===== src/mf3_pkg.sv =====
`timescale 1ns / 1ps
// ----------------------------------------------------------------------------
// mf3_pkg
// shared types, constants and compare helpers of the 3x3 median filter
// ----------------------------------------------------------------------------
package mf3_pkg;

    localparam int PIX_W        = 8;
    localparam int POS_W        = 11;
    localparam int CFG_W        = 12;
    localparam int APB_DW       = 32;
    localparam int APB_AW       = 3;
    localparam int S_TDATA_W    = 8;
    localparam int M_TDATA_W    = 32;
    localparam int MIN_DIM      = 3;

    localparam int DEF_MAX_WIDTH  = 2048;
    localparam int DEF_MAX_HEIGHT = 2048;

    localparam logic [CFG_W-1:0] RST_WIDTH  = CFG_W'(640);
    localparam logic [CFG_W-1:0] RST_HEIGHT = CFG_W'(480);

    // register select, paddr bit 2 picks the register
    localparam logic REG_IMAGE_WIDTH  = 1'b0;
    localparam logic REG_IMAGE_HEIGHT = 1'b1;

    typedef logic [PIX_W-1:0] t_pix;

    typedef struct packed {
        t_pix lo;
        t_pix md;
        t_pix hi;
    } t_tri;

    typedef struct packed {
        t_tri c0;
        t_tri c1;
        t_tri c2;
    } t_win;

    typedef struct packed {
        logic [POS_W-1:0] row;
        logic [POS_W-1:0] col;
        logic             last;
    } t_meta;

    function automatic t_pix min2(input t_pix a, input t_pix b);
        return (a < b) ? a : b;
    endfunction

    function automatic t_pix max2(input t_pix a, input t_pix b);
        return (a < b) ? b : a;
    endfunction

    function automatic t_pix med3(input t_pix a, input t_pix b, input t_pix c);
        return max2(min2(a, b), min2(max2(a, b), c));
    endfunction

    function automatic t_tri sort3(input t_pix a, input t_pix b, input t_pix c);
        t_tri r;
        r.lo = min2(min2(a, b), c);
        r.hi = max2(max2(a, b), c);
        r.md = med3(a, b, c);
        return r;
    endfunction

endpackage


===== src/mf3_median.sv =====
`timescale 1ns / 1ps
// ----------------------------------------------------------------------------
// mf3_median
// median of nine from three sorted columns, one stage plus output register
// ----------------------------------------------------------------------------
module mf3_median (
    input  logic            i_clk,
    input  logic            i_rst_n,
    input  logic            i_valid,
    output logic            o_ready,
    input  mf3_pkg::t_win   i_win,
    input  mf3_pkg::t_meta  i_meta,
    output logic            o_valid,
    input  logic            i_ready,
    output mf3_pkg::t_pix   o_median,
    output mf3_pkg::t_meta  o_meta
);
    import mf3_pkg::*;

    logic  r_s2_valid;
    t_win  r_s2_win;
    t_meta r_s2_meta;
    logic  r_o_valid;
    t_pix  r_o_median;
    t_meta r_o_meta;

    logic  s2_ready;
    logic  s2_adv;
    t_pix  lo_max;
    t_pix  md_med;
    t_pix  hi_min;
    t_pix  n_median;

    assign s2_ready = !r_o_valid || i_ready;
    assign s2_adv   = r_s2_valid && s2_ready;
    assign o_ready  = !r_s2_valid || s2_ready;

    // largest low, middle mid, smallest high, then the median of those three
    always_comb begin
        lo_max   = max2(max2(r_s2_win.c0.lo, r_s2_win.c1.lo), r_s2_win.c2.lo);
        md_med   = med3(r_s2_win.c0.md, r_s2_win.c1.md, r_s2_win.c2.md);
        hi_min   = min2(min2(r_s2_win.c0.hi, r_s2_win.c1.hi), r_s2_win.c2.hi);
        n_median = med3(lo_max, md_med, hi_min);
    end

    always_ff @(posedge i_clk) begin
        if (!i_rst_n) begin
            r_s2_valid <= 1'b0;
            r_o_valid  <= 1'b0;
        end else begin
            if (i_valid && o_ready) begin
                r_s2_valid <= 1'b1;
            end else if (s2_adv) begin
                r_s2_valid <= 1'b0;
            end
            if (s2_adv) begin
                r_o_valid <= 1'b1;
            end else if (i_ready) begin
                r_o_valid <= 1'b0;
            end
        end
    end

    always_ff @(posedge i_clk) begin
        if (i_valid && o_ready) begin
            r_s2_win  <= i_win;
            r_s2_meta <= i_meta;
        end
        if (s2_adv) begin
            r_o_median <= n_median;
            r_o_meta   <= r_s2_meta;
        end
    end

    assign o_valid  = r_o_valid;
    assign o_median = r_o_median;
    assign o_meta   = r_o_meta;

endmodule

===== config.mk =====
export PLATFORM = sky130hd
export DESIGN_NAME = mf3_median
export DESIGN_NICKNAME = d
export VERILOG_FILES = /design/src/mf3_pkg.sv /design/src/mf3_median.sv
export SDC_FILE = /design/constraint.sdc
export NUM_CORES = 1
export LEC_CHECK = 0
export BUFFER_PORTS_ARGS = -buffer_cell sky130_fd_sc_hd__buf_2
export CORE_ASPECT_RATIO = 0.5
export CORE_MARGIN = 4
export CORE_UTILIZATION = 45
export DETAILED_ROUTE_END_ITERATION = 6
export PLACE_DENSITY = 0.7
export SLEW_MARGIN = 40
export SYNTH_ARGS = -nofsm -noshare
export SYNTH_HDL_FRONTEND = slang
export SYNTH_SLANG_ARGS = --single-unit

===== constraint.sdc =====
create_clock -name i_clk -period 14.1 [get_ports i_clk]
set_clock_uncertainty 0.2 [all_clocks]
set_input_delay 2.82 -clock i_clk [delete_from_list [all_inputs] [get_ports i_clk]]
set_output_delay 2.82 -clock i_clk [all_outputs]
set_load 0.02 [all_outputs]

-- Word-level counts from Yosys, hierarchy flattened
Cells that the tools add are included.
- register bits after elaboration: 128
- output and inout port bits: 33
- bits of input ports: 99
- logic and storage cells: 52
- order comparisons: 10
- reductions and logical operators: 8
- mux-type cells: 16
- operators with widths (cell ; number):
    8-bit two-way mux ; 12
    8-bit less-than comparator ; 10
    1-bit two-way mux ; 4
    2-bit nonzero test ; 2
    1-bit logical AND ; 2
    1-bit zero test ; 2
    1-bit logical OR ; 2

-- Depth between registers and ports, before layout
Gate-level depths: netlist of the first run.
- depth after elaboration: 12
- depth in mapped cells: 54
- mapped depth without buffers: 50

-- Worst setup path before layout of the first run
No wires, ideal clock.
- path type: reg2reg
- start: reg r_s2_win[33] (netlist name)
- end: reg r_o_median[6], in the netlist o_median[6] (data pin)
- setup time: 0.263 ns
- data required time: 13.637 ns
- path buffers: 4
- path slack: 3.413 ns
- arrival: 10.224 ns
- clock period less this slack: 10.687 ns
- stages on the path, launching flop included: 51
- path through: edfxtp_1 > inv_1 > ha_1 > or4_1 > a21oi_2 > or3_1 > nand2_1 > clkbuf_1 > o21ai_0 > ha_1 > a211oi_1 > o21ai_0 > nor2_1 > o41ai_1 > o21ai_1 > buf_2 > mux2i_1 > ha_1 > [... 15 more ...] > mux2i_1 > ha_1 > a21o_1 > a21o_1 > a21oi_1 > nand2_1 > o31ai_4 > mux2i_1 > ha_1 > a21oi_1 > nor2b_1 > o21ai_0 > nand2_1 > a211o_1 > a211oi_1 > o22ai_1 > buf_2 > mux2i_1
- cells in the longest elaborated chain, start to end: 12
- elaborated cells on any way between the ends: 14
- classes of those cells: 6 x order compare; 8 x mux
- ends and longest elaborated chain (item ; RTL line ; RTL):
    from (decl) ; mf3_median.sv:21 ; t_win r_s2_win;
    from (signal assigned) ; mf3_median.sv:66 ; r_s2_win <= i_win;
    8-bit less-than comparator ; mf3_pkg.sv:48, mf3_pkg.sv:52 ;
    8-bit two-way mux ; mf3_pkg.sv:52 ; return (a < b) ? b : a;
    8-bit less-than comparator ; mf3_pkg.sv:48 ; return (a < b) ? a : b;
    8-bit two-way mux ; mf3_pkg.sv:48 ;
    8-bit less-than comparator ; mf3_pkg.sv:52 ;
    8-bit two-way mux (*) ; mf3_pkg.sv:52 ;
    8-bit less-than comparator ; mf3_pkg.sv:48, mf3_pkg.sv:52 ;
    8-bit two-way mux ; mf3_pkg.sv:52 ;
    8-bit less-than comparator ; mf3_pkg.sv:48 ;
    8-bit two-way mux ; mf3_pkg.sv:48 ;
    8-bit less-than comparator ; mf3_pkg.sv:52 ;
    8-bit two-way mux (*) ; mf3_pkg.sv:52 ;
    named net n_median[6] ; mf3_median.sv:32 ; t_pix n_median;
    to (signal assigned) ; mf3_median.sv:70 ; r_o_median <= n_median;
    to (decl) ; mf3_median.sv:24 ; t_pix r_o_median;
The timed path passes the listed nets; every way through them passes the cells marked *.
A chain may end at the register's enable or synchronous reset.

-- Worst setup path in the final report of the first run
- start: reg r_s2_win[34] (netlist name)
- end: reg r_o_median[0], in the netlist o_median[0] (data pin)
Same word-level chain as after synthesis.

==> results of run 1 <==
## through the flow
step / instances / power (W) / hold slack [ps]
2_1_floorplan: 616 / 0.00119 / 200
3_3_place_gp: 941 / 0.00133 / 201
3_5_place_dp: 941 / 0.00136 / 205
4_1_cts: 973 / 0.00184 / 209
5_1_grt: 973 / 0.00197 / 219
6_report: 973 / 0.00184 / 211
## cells in the final DEF (no fill, tap or decap), types with 4 or more instances in the layout
cell type / instances
sky130_fd_sc_hd__a2111o_1: 5
sky130_fd_sc_hd__a211o_1: 5
sky130_fd_sc_hd__a211oi_1: 9
sky130_fd_sc_hd__a21o_1: 8
sky130_fd_sc_hd__a21oi_1: 41
sky130_fd_sc_hd__a221o_1: 4
sky130_fd_sc_hd__buf_2: 131
sky130_fd_sc_hd__clkbuf_16: 17
sky130_fd_sc_hd__edfxtp_1: 126
sky130_fd_sc_hd__ha_1: 67
sky130_fd_sc_hd__inv_1: 67
sky130_fd_sc_hd__mux2_2: 9
sky130_fd_sc_hd__mux2i_1: 25
sky130_fd_sc_hd__nand2_1: 45
sky130_fd_sc_hd__nand2b_1: 11
sky130_fd_sc_hd__nand3_1: 6
sky130_fd_sc_hd__nand4_1: 5
sky130_fd_sc_hd__nor2_1: 34
sky130_fd_sc_hd__nor2b_1: 5
sky130_fd_sc_hd__nor3_1: 7
sky130_fd_sc_hd__o211ai_1: 8
sky130_fd_sc_hd__o21a_1: 11
sky130_fd_sc_hd__o21ai_0: 41
sky130_fd_sc_hd__o21ai_1: 6
## power by group
part / internal [W] / switching (W)
sequential: 0.000482 / 0.0000118
combinational: 0.000353 / 0.000530
clock: 0.000286 / 0.000174
## logic make-up (layout without fill, tap and decap cells)
group	count (synthesis)	after routing
AO/OA/AOI/OAI	172	172
XOR/XNOR	2	2
adder cells (fa/ha/maj)	69	69
buffers and inverters	79	232
flip-flops	128	128
multiplexers	34	34
AND/OR/NAND/NOR	132	132
## state kept, by name, indices dropped and copies added (netlist names)
| signal | flops |
|---|---|
| o_median | 8 |
| r_s2_win | 72 |
| o_valid | 1 |
| o_meta | 23 |
| r_s2_valid | 1 |
| r_s2_meta | 23 |
## critical path: cells and delay by family (launching register included)
family | cells | cell delay, ps
AND/OR/NAND/NOR | 13 | 2410
multiplexers | 3 | 960
adder cells (fa/ha/maj) | 6 | 1830
buffers and inverters | 1 | 130
flip-flops | 1 | 460
AO/OA/AOI/OAI | 25 | 6630
## how the worst max path moves through the flow
| stage | from | end | slack, ps | depth (start not counted) |
|---|---|---|---|---|
| after global routing | r_s2_win[33] | o_median[0] | 220 | 48 |
| after floorplan | r_s2_win[33] | o_median[6] | 3410 | 50 |
| after CTS | r_s2_win[34] | o_median[0] | 1390 | 47 |
| after global placement | r_s2_win[33] | o_median[0] | 1830 | 47 |
| final | r_s2_win[34] | o_median[0] | 1170 | 48 |
| after detailed placement | r_s2_win[34] | o_median[0] | 1580 | 47 |
## per-layer routing
metal | up-vias | share of wire | global-route usage | routed length (um)
li1 | 2590 | - | - | -
met1 | 2453 | 0.45 | 0.235 | 7110
met2 | 184 | 0.47 | 0.281 | 7330
met3 | 18 | 0.069 | 0.0517 | 1080
met4 | 0 | 0.0098 | 0.0494 | 153
met5 | - | 0 | 0 | 0
## layout make-up
| class | count | area (um2) | share of cell area |
|---|---|---|---|
| sequential | 128 | 3820 | 0.441 |
| multi-input combinational | 409 | 3040 | 0.351 |
| timing repair buffer | 133 | 674 | 0.0778 |
| clock buffer | 19 | 443 | 0.0511 |
| tap | 204 | 255 | 0.0295 |
| inverter | 67 | 251 | 0.0290 |
| clock inverter | 13 | 176 | 0.0204 |
==> impl_metrics.toml, run 1 <==
[sta]
tightestPinTransition_ps = 793
finalCriticalPeriod_ps = 12930
final_min_period_over_clock_period = 0.917
final_max_slew_viol_count = 0
grt_setup_unrepaired = "no"
finalSetupTns_ps = 0
max-slew-margin-rel = 0.458
post-route-worst-setup-slack_ps = 1170
hold_viol = 0
fmaxAchievable_mhz = 77.4
setup_viol_count_final = 0

[outcome]
result_of_the_run = "completed"

[drt]
wl_mm = 15.7
drtPass1Iterations = 5
routed-via-count = 5245
detailedRoute.firstIterationViolations = 472
wl_per_cell_um = 16.1
routed_vias_inst = 5.39
drt_drc_violations_left = 0
final_antenna_net_count = 0

[yosys]
syn-num-nets = 782
synth.area.top_cells = "sky130_fd_sc_hd__edfxtp_1, sky130_fd_sc_hd__ha_1, sky130_fd_sc_hd__inv_1"
dominant_combinational_cell_family_by_area_after_synthesis = "compound AO/OA/AOI/OAI gates"
synthesized_area_mm2 = 0.00716
synth_top_area_cell = "sky130_fd_sc_hd__edfxtp_1"
yosys.cell_count.top_type = "sky130_fd_sc_hd__edfxtp_1"
synthXorXnorAreaFrac = 0.00245
synthFlopType = "sky130_fd_sc_hd__edfxtp_1"
synth_area_per_cell_um2 = 11.6
post_synth_inst_count = 616
postSynthRegisterBits = 128
synth_compound_gate_area_share = 0.163
synth.mux.area_fraction = 0.0491
synth.distinct_cells = 69
synth-adder-area-share = 0.120
async_reset_ff_frac = 0
synth_enable_flop_cells = 126
synth_commonest_cells = "sky130_fd_sc_hd__edfxtp_1, sky130_fd_sc_hd__ha_1, sky130_fd_sc_hd__inv_1"
yosysWarningCount = 0
netlist.area_leader.share = 0.529
synth_simple_gate_area_share = 0.0879
seq_total_area_yosys = 0.534

[global_route]
grt_pass1_vias = 5229
largest_net_degree_at_the_start_of_global_routing = 67
groute.usage.overall = 0.176
first_pass_grt_wire_length_mm = 25.9
initial_antenna_violation_count = 0
globalRoute.totalOverflow = 0

[layout]
syn_to_final_growth_pct = 21.1
drive_gt1_frac = 0.247
num_antenna_cells = 0
layout.nets = 922
final.fill_count = 1305
finalCoreUtilization = 0.559
final_area_mm2 = 0.00867

[hold_path]
startpoint_of_the_lowest_slack_hold_path = "r_s2_meta[8]"
hold_class = "register to register"
hold_depth = 0
worstHoldEndpoint = "o_meta[8]"

[worst_setup_path]
timing.reg2reg.setup_slack_ps = 1170
worstSetupStartpointType = "register"
critical_path_class = "register to register"
critical-path-max-stage-delay_ps = 580
timing.critical_path.to_type = "register"
startpoint_of_the_worst_register_to_register_path = "r_s2_win[34]"
critical-path-slowest-cell = "sky130_fd_sc_hd__a21oi_4"
timing.critical_path.arrival_ps = 12900
critical_path.max_fanout = 23
r2r_end = "o_median[0]"
r2r.worst_path.cells = 48
critPathRequiredTime_ps = 14070

[place]
placement.io_buffers = 131
placement.cell_area_mm2 = 0.00804
place.detailed.hpwl_mm = 11.7
finalWeightedCongestion = 0.946
detailedPlace.worstSlack_ps = 1580

[floorplan]
die-height_um = 97.2
initial_utilization = 0.462
coreArea_mm2 = 0.0155
die_width_um = 186
design.portCount = 132
rows = 32
die_area_mm2 = 0.0181

[clock_network]
clkLatencyLatePin_ps = 420
clock_tree.root_cell = "sky130_fd_sc_hd__clkbuf_16"
holdBufCountCts = 0
cts.clk_slew.worst_paths_ps = 60
cts-root-to-sink-buffers = 2
resized_cells_post_cts = 0
post_cts_buffers = 0
htree_num_levels = 4
clock_sink_count = 128
clock_tree_from_tritoncts = "built"
cts-buffers-inserted = 17

[power]
worst_ir_drop_on_vdd_mv = 0.153
power.leakage_nw = 3.78
cellPowerDensity_mw_per_mm2 = 212

[flow_run]
drv.max_cap_violation_count = 0
Note: power is estimated with default switching activity, not from simulation.
==> inputs of run 2 (changes only) <==
--- a/config.mk
+++ b/config.mk
@@ -8,9 +8,9 @@
 export BUFFER_PORTS_ARGS = -buffer_cell sky130_fd_sc_hd__buf_2
 export CORE_ASPECT_RATIO = 0.5
 export CORE_MARGIN = 4
-export CORE_UTILIZATION = 45
+export CORE_UTILIZATION = 56
 export DETAILED_ROUTE_END_ITERATION = 6
-export PLACE_DENSITY = 0.7
+export PLACE_DENSITY = 0.83
 export SLEW_MARGIN = 40
 export SYNTH_ARGS = -nofsm -noshare
 export SYNTH_HDL_FRONTEND = slang
==> run 2 against run 1 <==
Effect of this change: sequential power is essentially flat; critical path depth shrank 1; maximum frequency barely moved; first-iteration DRC count increased by 12%; non-clock buffer count unchanged.
==> impl_metrics.toml, run 2 (same netlist as run 1, synthesis figures left out) <==
[outcome]
result_of_the_run = "completed"

[power]
internal_power_component_w = 0.00108
power.leakage_nw = 3.77
power_frac_seq = 0.271
p_sw_w = 0.000743
worst_ir_drop_on_vdd_mv = 0.155
swShare = 0.406
cellPowerDensity_mw_per_mm2 = 213
clock_power_share = 0.236
combinational_share_of_power = 0.493

[clock_network]
clkLatencyLatePin_ps = 430
resized_cells_post_cts = 0
clock_tree_from_tritoncts = "built"
clock_tree.root_cell = "sky130_fd_sc_hd__clkbuf_16"
cts-buffers-inserted = 17
cts-root-to-sink-buffers = 2
holdBufCountCts = 0
htree_num_levels = 4
cts.clk_slew.worst_paths_ps = 70
post_cts_buffers = 0
clock_sink_count = 128

[floorplan]
initial_utilization = 0.589
coreArea_mm2 = 0.0122
design.portCount = 132
die_width_um = 168
die-height_um = 87.9
rows = 28
die_area_mm2 = 0.0148

[place]
finalWeightedCongestion = 0.971
placement.io_buffers = 131
placement.cell_area_mm2 = 0.00799
place.detailed.hpwl_mm = 11.8

[drt]
routed-via-count = 5349
detailedRoute.firstIterationViolations = 528
final_antenna_net_count = 0
wl_per_cell_um = 17.1
routed_vias_inst = 5.73
wl_mm = 16.0
drt_drc_violations_left = 0
drtPass1Iterations = 5

[worst_setup_path]
worstSetupStartpointType = "register"
crit_path_frequent_cell = "sky130_fd_sc_hd__ha_1"
critical-path-max-stage-delay_ps = 610
timing.critical_path.arrival_ps = 12910
critical_path.max_fanout = 23
critical_path_class = "register to register"
critPathRequiredTime_ps = 14070
critical-path-slowest-cell = "sky130_fd_sc_hd__a21oi_4"
timing.critical_path.to_type = "register"

[layout]
drive_gt1_frac = 0.247
multi_input_area_mm2 = 0.00304
flip_flop_count_of_the_largest_register_all_copies_and_words_added = 72
register_bank_with_the_most_flops = "r_s2_win"
final_area_mm2 = 0.00857
layout.nets = 922
commonest_cells_after_routing_fill_and_taps_aside = "sky130_fd_sc_hd__buf_2, sky130_fd_sc_hd__edfxtp_1, sky130_fd_sc_hd__inv_1, sky130_fd_sc_hd__ha_1, sky130_fd_sc_hd__nand2_1"
mostFrequentLayoutCell = "sky130_fd_sc_hd__buf_2"
seqCellArea_mm2 = 0.00382
syn_to_final_growth_pct = 19.8
num_antenna_cells = 0
final.fill_count = 848

[sta]
fmaxAchievable_mhz = 77.3
finalCriticalPeriod_ps = 12940
hold_viol = 0
fin_hold_ws_ps = 216
final_max_slew_viol_count = 0
final_min_period_over_clock_period = 0.918
tightestPinTransition_ps = 763
max-slew-margin-rel = 0.488
finalSetupTns_ps = 0
grt_setup_unrepaired = "no"
setup_viol_count_final = 0

[global_route]
largest_net_degree_at_the_start_of_global_routing = 88
grt_pass1_vias = 5319
globalRoute.totalOverflow = 0
first_pass_grt_wire_length_mm = 25.6
groute.usage.overall = 0.220
initial_antenna_violation_count = 0

[flow_run]
drv.max_cap_violation_count = 0

[hold_path]
hold_class = "register to register"
## run 2: changes by cell type in the layout (fill, tap and decap cells not counted)
cell                        delta
sky130_fd_sc_hd__buf_6         -1
sky130_fd_sc_hd__bufinv_16     -2
sky130_fd_sc_hd__clkbuf_1      -1
sky130_fd_sc_hd__clkinv_1      +1
sky130_fd_sc_hd__clkinv_4      -1
sky130_fd_sc_hd__inv_6         +3
sky130_fd_sc_hd__inv_8         +1
## run 2: layer usage
metal  track usage  vias up  wire length [um]  part of all wire
li1              -     2601                 -                 -
met1         0.289     2501              7030              0.44
met2         0.367      221              7480              0.47
met3        0.0523       26              1290             0.080
met4        0.0714        0               205             0.013
met5             0        -                 0                 0
## run 2: final timing paths
kind / start / end / slack [ps] / depth (start not counted)
worst max-delay path: r_s2_win[33] / o_median[0] / 1160 / 47
worst min-delay path: r_s2_meta[7] / o_meta[7] / 220 / 0
worst max register to register: r_s2_win[33] / o_median[0] / 1160 / 47
worst min register to register: r_s2_meta[7] / o_meta[7] / 220 / 0
## run 2: power groups by stage
stage	clock network (W)	logic [W]	registers, W
floorplan	0	0.000666	0.000521
CTS	0.000438	0.000889	0.000495
finish	0.000431	0.000901	0.000495
global placement	0	0.000828	0.000502
detailed placement	0	0.000874	0.000503
global route	0.000455	0.000990	0.000498
## run 2: per-stage QoR
stage               utilization  worst slack, ps  power (W)  std cells
CTS                       0.705             1360    0.00182        934
finish                    0.705             1160    0.00183        934
global placement          0.656             1880    0.00133        902
floorplan                     -             3410    0.00119        616
detailed placement        0.658             1480    0.00138        902
global route              0.705              172    0.00194        934
## run 2: area by class of cell
| type | count | share of cell area |
|---|---|---|
| clock buffers | 17 | 0.0496 |
| clock inverters | 15 | 0.0174 |
| inverters | 67 | 0.0293 |
| multi-input cells | 409 | 0.355 |
| flip-flops and latches | 128 | 0.446 |
| well taps | 165 | 0.0241 |
| repair buffers | 133 | 0.0789 |
## run 2: worst max-delay path, delay by kind of cell, from the launching register on
kind                     cells  cell delay (ps)
multiplexers                 3             1070
flip-flops                   1              440
adder cells (fa/ha/maj)      6             1720
AND/OR/NAND/NOR             10             2080
buffers and inverters        1              130
AO/OA/AOI/OAI               27             7010
==> inputs of run 3 (changes only) <==
--- a/config.mk
+++ b/config.mk
@@ -5,12 +5,13 @@
 export SDC_FILE = /design/constraint.sdc
 export NUM_CORES = 1
 export LEC_CHECK = 0
+export ABC_AREA = 1
 export BUFFER_PORTS_ARGS = -buffer_cell sky130_fd_sc_hd__buf_2
 export CORE_ASPECT_RATIO = 0.5
 export CORE_MARGIN = 4
 export CORE_UTILIZATION = 56
 export DETAILED_ROUTE_END_ITERATION = 6
-export PLACE_DENSITY = 0.83
+export PLACE_DENSITY = 0.84
 export SLEW_MARGIN = 40
 export SYNTH_ARGS = -nofsm -noshare
 export SYNTH_HDL_FRONTEND = slang
==> run 3 against run 2 <==
Effect of this change: core utilization increased by 1.4 points; synthesized area shrank 5.9%; setup slack improved by 3300 ps; routed wire length decreased by 5.7%; hold slack better by 0.57 ps; flip-flop and latch count stayed put; register-to-register slack improved by 3300 ps; sequential power shrank 1%; combinational power fell by 20%; maximum frequency increased by 34%; synthesized cell count rose by 7.5%; final area down 4.8%; highest routed layer is now met5.
==> impl_metrics.toml, run 3 <==
[global_route]
first_pass_grt_wire_length_mm = 24.3
grt_pass1_vias = 5218
globalRoute.totalOverflow = 0
groute.usage.overall = 0.224
initial_antenna_violation_count = 1
largest_net_degree_at_the_start_of_global_routing = 55

[sta]
finalCriticalPeriod_ps = 9640
setup_viol_count_final = 0
final_max_slew_viol_count = 0
hold_viol = 0
max-slew-margin-rel = 0.505
grt_setup_unrepaired = "no"
finalSetupTns_ps = 0
post-route-worst-setup-slack_ps = 4460
tightestPinTransition_ps = 742
fmaxAchievable_mhz = 104
final_min_period_over_clock_period = 0.684

[worst_setup_path]
critical_path_class = "register to register"
timing.critical_path.arrival_ps = 9620
crit_end = "o_median[1]"
cpLargestDelayFamily = "compound AO/OA/AOI/OAI gates"
timing.critical_path.to_type = "register"
r2r.worst_path.cells = 41
timing.reg2reg.setup_slack_ps = 4460
critical_path.max_fanout = 31
cp.depth = 41
critPathBufInv = 3
worstSetupStartpointType = "register"
startpoint_of_the_worst_register_to_register_path = "r_s2_win[61]"
critical-path-slowest-cell = "sky130_fd_sc_hd__a211oi_1"
cp-startpoint = "r_s2_win[61]"
critical-path-max-stage-delay_ps = 570
r2r_end = "o_median[1]"
critPathRequiredTime_ps = 14080

[yosys]
synth_compound_gate_area_share = 0.0981
postSynthRegisterBits = 128
syn-num-nets = 828
synthFlopType = "sky130_fd_sc_hd__edfxtp_1"
synth_simple_gate_area_share = 0.148
synth.distinct_cells = 26
synthXorXnorAreaFrac = 0
synth-adder-area-share = 0.125
yosys.cell_count.top_type = "sky130_fd_sc_hd__nand2_1"
seq_total_area_yosys = 0.568
synth_area_per_cell_um2 = 10.2
synth_commonest_cells = "sky130_fd_sc_hd__nand2_1, sky130_fd_sc_hd__edfxtp_1, sky130_fd_sc_hd__inv_1"
yosysWarningCount = 0
synthesized_area_mm2 = 0.00673
post_synth_inst_count = 662
dominant_combinational_cell_family_by_area_after_synthesis = "simple AND/OR/NAND/NOR gates"
synth_top_area_cell = "sky130_fd_sc_hd__edfxtp_1"
synth.area.top_cells = "sky130_fd_sc_hd__edfxtp_1, sky130_fd_sc_hd__ha_1, sky130_fd_sc_hd__nand2_1"
async_reset_ff_frac = 0
synth.mux.area_fraction = 0
netlist.area_leader.share = 0.562
synth_enable_flop_cells = 126

[flow_run]
drv.max_cap_violation_count = 0

[clock_network]
clkLatencyLatePin_ps = 430
cts-buffers-inserted = 17
htree_num_levels = 4
clock_tree.root_cell = "sky130_fd_sc_hd__clkbuf_16"
clock_tree_from_tritoncts = "built"
resized_cells_post_cts = 0
cts.clk_slew.worst_paths_ps = 60
post_cts_buffers = 0
holdBufCountCts = 0
clock_sink_count = 128
cts-root-to-sink-buffers = 2

[power]
worst_ir_drop_on_vdd_mv = 0.130
internal_power_component_w = 0.000974
combinational_share_of_power = 0.440
cellPowerDensity_mw_per_mm2 = 201
power.leakage_nw = 3.80
p_sw_w = 0.000670
power_frac_seq = 0.298
swShare = 0.408
clock_power_share = 0.262

[floorplan]
initial_utilization = 0.593
design.portCount = 132
coreArea_mm2 = 0.0114
die_area_mm2 = 0.0139
die_width_um = 163
rows = 27
die-height_um = 85.5

[hold_path]
hold_class = "register to register"

[layout]
num_antenna_cells = 0
drive_gt1_frac = 0.230
mostFrequentLayoutCell = "sky130_fd_sc_hd__nand2_1"
syn_to_final_growth_pct = 21.3
layout.nets = 969
register_bank_with_the_most_flops = "r_s2_win"
stdcell_count = 975
flip_flop_count_of_the_largest_register_all_copies_and_words_added = 72
commonest_cells_after_routing_fill_and_taps_aside = "sky130_fd_sc_hd__nand2_1, sky130_fd_sc_hd__buf_2, sky130_fd_sc_hd__edfxtp_1"

[drt]
wl_per_cell_um = 15.5
final_antenna_net_count = 0
detailedRoute.firstIterationViolations = 377
drt_drc_violations_left = 0
routed-via-count = 5141
drtPass1Iterations = 5
wl_mm = 15.1
routed_vias_inst = 5.27

[place]
place.detailed.instances = 942
detailedPlace.worstSlack_ps = 4820
placement.io_buffers = 131
place.detailed.hpwl_mm = 11.2
finalWeightedCongestion = 0.916

[outcome]
result_of_the_run = "completed"
==> run 3: changes by cell type in the layout (fill, tap and decap cells not counted), sizes merged, moves of 9 or more <==
cell,delta
nand2b,-11
o21a,-9
inv,+26
mux2i,-25
nand3,+23
mux2,-9
nand2,+127
o21ai,+23
==> run 3: cells by family (layout without fill, tap and decap cells) <==
family,count (synthesis),in the layout
AO/OA/AOI/OAI,123,123
buffers and inverters,108,262
adder cells (fa/ha/maj),67,67
flip-flops,128,128
AND/OR/NAND/NOR,236,236
==> run 3: cell type report <==
type	count	area, um2
fillers	830	3180
multi-input cells	426	2510
well taps	159	199
repair buffers	134	696
flip-flops and latches	128	3820
clock buffers	18	429
clock inverters	14	145
inverters	96	362
==> run 3: metrics by stage <==
stage                      util  hold slack, ps  cell area (um2)  power, W
final                     0.719             216             8170   0.00164
after global routing      0.719             225             8170   0.00177
after CTS                 0.719             219             8160   0.00163
after detailed placement  0.668             206             7590   0.00119
after global placement    0.666             200             7560   0.00116
after floorplan               -             200             6730   0.00104
==> run 3: power by group through the flow <==
stage | Combinational (W) | Clock, W | Sequential (W)
2_1_floorplan | 0.000517 | 0 | 0.000518
3_3_place_gp | 0.000659 | 0 | 0.000496
3_5_place_dp | 0.000694 | 0 | 0.000498
4_1_cts | 0.000708 | 0.000436 | 0.000490
5_1_grt | 0.000825 | 0.000457 | 0.000493
6_report | 0.000724 | 0.000430 | 0.000490
==> run 3: layer usage <==
| metal | share of wire | global-route usage | up-vias |
|---|---|---|---|
| met5 | 0.00046 | 0 | - |
| met4 | 0.015 | 0.0791 | 2 |
| met3 | 0.087 | 0.0903 | 26 |
| met2 | 0.47 | 0.376 | 196 |
| met1 | 0.42 | 0.263 | 2367 |
| li1 | - | - | 2550 |
==> run 3: worst min-delay path by stage <==
stage | endpoint | cells after the start | startpoint
after CTS | o_meta[7] | 0 | r_s2_meta[7]
after global routing | o_meta[6] | 0 | r_s2_meta[6]
after floorplan | o_meta[0] | 0 | r_s2_meta[0]
after detailed placement | o_meta[7] | 0 | r_s2_meta[7]
after global placement | o_meta[0] | 0 | r_s2_meta[0]
final | o_meta[7] | 0 | r_s2_meta[7]
